==> src/rtl/core/hxc_pkg.sv <==
package hxc_pkg;

    localparam int DEF_MAX_NODES = 256;
    localparam int DEF_FRAC_BITS = 16;

    localparam int ID_W      = 8;
    localparam int ELEM_W    = 4;
    localparam int VAL_W     = 32;
    localparam int CFG_IDX_W = 2;
    localparam int NUM_ELEM  = 16;
    localparam int MAC_CNT_W = 6;

    localparam logic [ELEM_W-1:0]    LAST_ELEM    = 4'd15;
    localparam logic [MAC_CNT_W-1:0] LAST_MAC     = 6'd63;

    localparam logic [CFG_IDX_W-1:0] CFG_SHIFT_X = 2'd0;
    localparam logic [CFG_IDX_W-1:0] CFG_SHIFT_Y = 2'd1;
    localparam logic [CFG_IDX_W-1:0] CFG_SHIFT_Z = 2'd2;

    typedef enum logic [1:0] {
        ST_IDLE,
        ST_RUN,
        ST_WAIT,
        ST_WB
    } state_t;

    typedef struct packed {
        logic              vld;
        logic              first;
        logic              last;
        logic [ELEM_W-1:0] elem;
    } mac_ctl_t;

endpackage

==> src/rtl/core/hxc_mac.sv <==
module hxc_mac #(
    parameter int FRAC_BITS = hxc_pkg::DEF_FRAC_BITS
) (
    input  logic                                clk,
    input  logic                                rst_n,
    input  logic                                en,
    input  hxc_pkg::mac_ctl_t                   ctl,
    input  logic signed [hxc_pkg::VAL_W-1:0]    p_val,
    input  logic signed [hxc_pkg::VAL_W-1:0]    l_val,
    output logic                                res_vld,
    output logic        [hxc_pkg::ELEM_W-1:0]   res_elem,
    output logic signed [hxc_pkg::VAL_W-1:0]    res_val
);
    import hxc_pkg::*;

    localparam int PROD_W = 2 * VAL_W;
    localparam int ACC_W  = PROD_W + 2;

    localparam logic signed [ACC_W-1:0] SAT_HI =
        {{(ACC_W - VAL_W){1'b0}}, 1'b0, {(VAL_W - 1){1'b1}}};
    localparam logic signed [ACC_W-1:0] SAT_LO =
        {{(ACC_W - VAL_W){1'b1}}, 1'b1, {(VAL_W - 1){1'b0}}};

    logic signed [PROD_W-1:0] prod_reg;
    mac_ctl_t                 prod_ctl_reg;
    logic signed [ACC_W-1:0]  acc_reg;
    logic                     acc_vld_reg;
    logic [ELEM_W-1:0]        acc_elem_reg;
    logic signed [ACC_W-1:0]  acc_shift;

    always_ff @(posedge clk or negedge rst_n)
    begin
        if (!rst_n)
        begin
            prod_ctl_reg <= '0;
            acc_vld_reg  <= 1'b0;
        end
        else if (en)
        begin
            prod_ctl_reg <= ctl;
            acc_vld_reg  <= prod_ctl_reg.vld && prod_ctl_reg.last;
        end
    end

    always_ff @(posedge clk)
    begin
        if (en)
        begin
            prod_reg <= PROD_W'(p_val) * PROD_W'(l_val);
            if (prod_ctl_reg.vld)
            begin
                // exact four-term sum, rounding happens once at the end
                if (prod_ctl_reg.first)
                    acc_reg <= ACC_W'(prod_reg);
                else
                    acc_reg <= acc_reg + ACC_W'(prod_reg);
                acc_elem_reg <= prod_ctl_reg.elem;
            end
        end
    end

    always_comb
    begin
        acc_shift = acc_reg >>> FRAC_BITS;
        if (acc_shift > SAT_HI)
            res_val = SAT_HI[VAL_W-1:0];
        else if (acc_shift < SAT_LO)
            res_val = SAT_LO[VAL_W-1:0];
        else
            res_val = acc_shift[VAL_W-1:0];
    end

    assign res_vld  = acc_vld_reg;
    assign res_elem = acc_elem_reg;

endmodule

==> config.mk <==
export PLATFORM = sky130hd
export DESIGN_NAME = hxc_mac
export DESIGN_NICKNAME = d
export VERILOG_FILES = /design/src/rtl/core/hxc_pkg.sv /design/src/rtl/core/hxc_mac.sv
export SDC_FILE = /design/constraint.sdc
export NUM_CORES = 2
export LEC_CHECK = 0
export BUFFER_PORTS_ARGS = -buffer_cell sky130_fd_sc_hd__buf_2
export CAP_MARGIN = 15
export CORE_ASPECT_RATIO = 1.2
export CORE_MARGIN = 4
export CORE_UTILIZATION = 30
export DETAILED_ROUTE_END_ITERATION = 12
export SYNTH_ARGS = -nofsm -noshare
export SYNTH_HDL_FRONTEND = slang
export SYNTH_SLANG_ARGS = --single-unit
==> constraint.sdc <==
create_clock -name clk -period 3.85 [get_ports clk]
set_clock_uncertainty 0.2 [all_clocks]
set_input_delay 0.9625 -clock clk [delete_from_list [all_inputs] [get_ports clk]]
set_output_delay 0.9625 -clock clk [all_outputs]
set_load 0.02 [all_outputs]
==> reports/metrics.yaml <==
ys_types: 73
synth.yosys.seq_area_share: 0.0934
violations: "negative setup slack"
yosysWarnings: 0
synth-seq-cells: 142
post-route-period-util: 2.07
fmax_mhz: 126
dieWidth_um: 362
h-tree-depth: 4
synthAdderAreaFrac: 0.549
synth.area.top_cells: "fa_1, edfxtp_1, inv_1"
synthMuxAreaShare: 0.00246
gp_congestion: 0.851
clock_path_buffers: 2
syn_to_final_growth_pct: 26.3
drive_gt1_frac: 0.243
clk_pin_slew_ns: 0.08
synthCells: 4812
synth_top_family_by_area: "adder cells"
ys.flop_type: "edfxtp_1"
worst_setup_path_end_kind: "flip-flop"
grt_pass1_wl_um: 211000
avgSynthCellArea_um2: 9.39
grt.total_usage: 0.170
layout.cells.non_filler: 7298
numCtsBuffers: 17
slew_headroom: 0.574
status: "finished, violations left"
max_stage_delay_ns: 0.61
tightest_slew_ns: 0.639
synth.cell_area_um2: 45200
fp.coreArea_um2: 149000
finalMaxSlewViolations: 0
synth_top_area_frac: 0.480
via_count: 34300
grt_pass1_vias: 39100
fin_ws_ns: -4.11
grt_max_degree: 83
cp_slowest_cell: "fa_2"
hold_path.class: "primary input to async pin"
rsz0062_at_grt: "true"
worst_setup_path_start_kind: "primary input"
vias_per_cell: 4.70
synthArstFlopShare: 0.0563
fillers: 14700
regArea_um2: 4230
multiInputGateArea_um2: 38800
setup-violations-final: 59
dp.cells: 7133
yosysMostFrequentCell: "fa_1"
die_area_um2: 157000
synth_xor_xnor_area_share: 0.0260
syn_nets: 6218
routed_wl_um: 130000
dieHeight_um: 433
crit_path_frequent_cell: "fa_1"
crit_arrival_ns: 7.97
critPathRequiredTime_ns: 3.86
final_hold_viol_count: 0
yosys.area.top_type: "fa_1"
fin_crit_ns: 7.96
antenna_left: 0
largest_reg_flops: 66
row_count: 155
drt-initial-drc-count: 1682
clock-sinks: 142
clock_latency_ns: 0.45
nets: 6727
pin_count: 111
initial_core_util: 0.303
drt_first_pass_iters: 6
cts_hold_repair.buffers: 0
root_buffer: "clkbuf_16"
synthSimpleGateAreaFrac: 0.159
pre_cts_ws_ns: -5.06
io_buffer_count: 110
gr-total-overflow: 0
cp_max_fo: 6
dp.final_hpwl_um: 109000
drc: 0
antenna_found_initial: 4
synth_compound_area_frac: 0.0672
drv_cap: 0
worst-setup-path-type: "primary input to flip-flop"
cts_tree: "built"
synth_common_cells: "fa_1, inv_1, nand2_1, and2_1, clkbuf_1"
synth-edff-count: 134
wl_per_cell_um: 17.8
==> metrics by stage <==
step | util | TNS (ns) | hold WS [ns] | cell area [um2]
after floorplan | - | -184.48 | 0.221 | 46500
after global placement | 0.348 | -236.95 | 0.226 | 52000
after detailed placement | 0.348 | -240.48 | 0.230 | 52000
after CTS | 0.374 | -186.81 | 0.145 | 55900
after global routing | 0.382 | -197.66 | 0.148 | 57100
final | 0.382 | -189.08 | 0.159 | 57100
==> timing repair <==
item / CTS / global route
buffers inserted: 104 / 40
endpoints found under the setup margin: 65 / 70
pin swaps: 288 / 156
gates cloned: 7 / 3
resized for setup: 605 / 214
==> path summary, 6_finish.rpt <==
check | from | to | slack [ns] | cells past startpoint
min in group clk | prod_ctl_reg[3] | res_elem[3] | 0.25 | 0
hold / removal | rst_n | res_vld | 0.16 | 1
max in group asynchronous | rst_n | prod_ctl_reg[5] | 3.08 | 1
setup / recovery | l_val[9] | prod_reg[56] | -4.11 | 30
hold reg to reg | prod_ctl_reg[3] | res_elem[3] | 0.25 | 0
setup reg to reg | prod_reg[0] | acc_reg[56] | 0.06 | 15
==> critical path, delay by kind of cell <==
family                   cells  cell delay (ns)
AND/OR/NAND/NOR              2             0.41
buffers and inverters        8             0.67
adder cells (fa/ha/maj)      9             4.32
XOR/XNOR                     1             0.08
AO/OA/AOI/OAI               10             1.48
==> cell type report <==
class	instances	area share
diodes	2	0.0000876
clock buffers	17	0.00745
clock inverters	15	0.00265
inverters	987	0.0651
multi-input cells	3422	0.679
flip-flops and latches	142	0.0740
well taps	1962	0.0430
repair buffers	751	0.128
==> kinds of logic after synthesis <==
kind of cell	after synthesis
adders and majority gates	1332
xor gates and xnor gates	134
AOI/OAI and AO/OA	488
and+or+nand+nor	1458
buffers and inverters	1248
muxes	10
DFF	142
==> routing by layer <==
metal | global-route usage | vias up | wire length [um]
li1 | - | 15500 | -
met2 | 0.336 | 662 | 72600
met3 | 0.0125 | 206 | 3800
met5 | 0 | - | 0
met4 | 0.0508 | 0 | 4550
met1 | 0.194 | 18000 | 49200
==> layout by cell type (no fill, tap or decap), types with 61 or more instances in the layout <==
cell      count
a21o_1       71
a21oi_1     106
and2_1      481
buf_4       441
buf_6       162
edfxtp_1    134
fa_1        982
fa_2        101
ha_1        179
ha_4         66
inv_1       923
inv_2        61
nand2_1     644
nor2_1       81
o21ai_0      62
xnor2_1      72
Power is not shown: default switching activity piles up to over one toggle a cycle in this logic, so the estimate is an artifact.
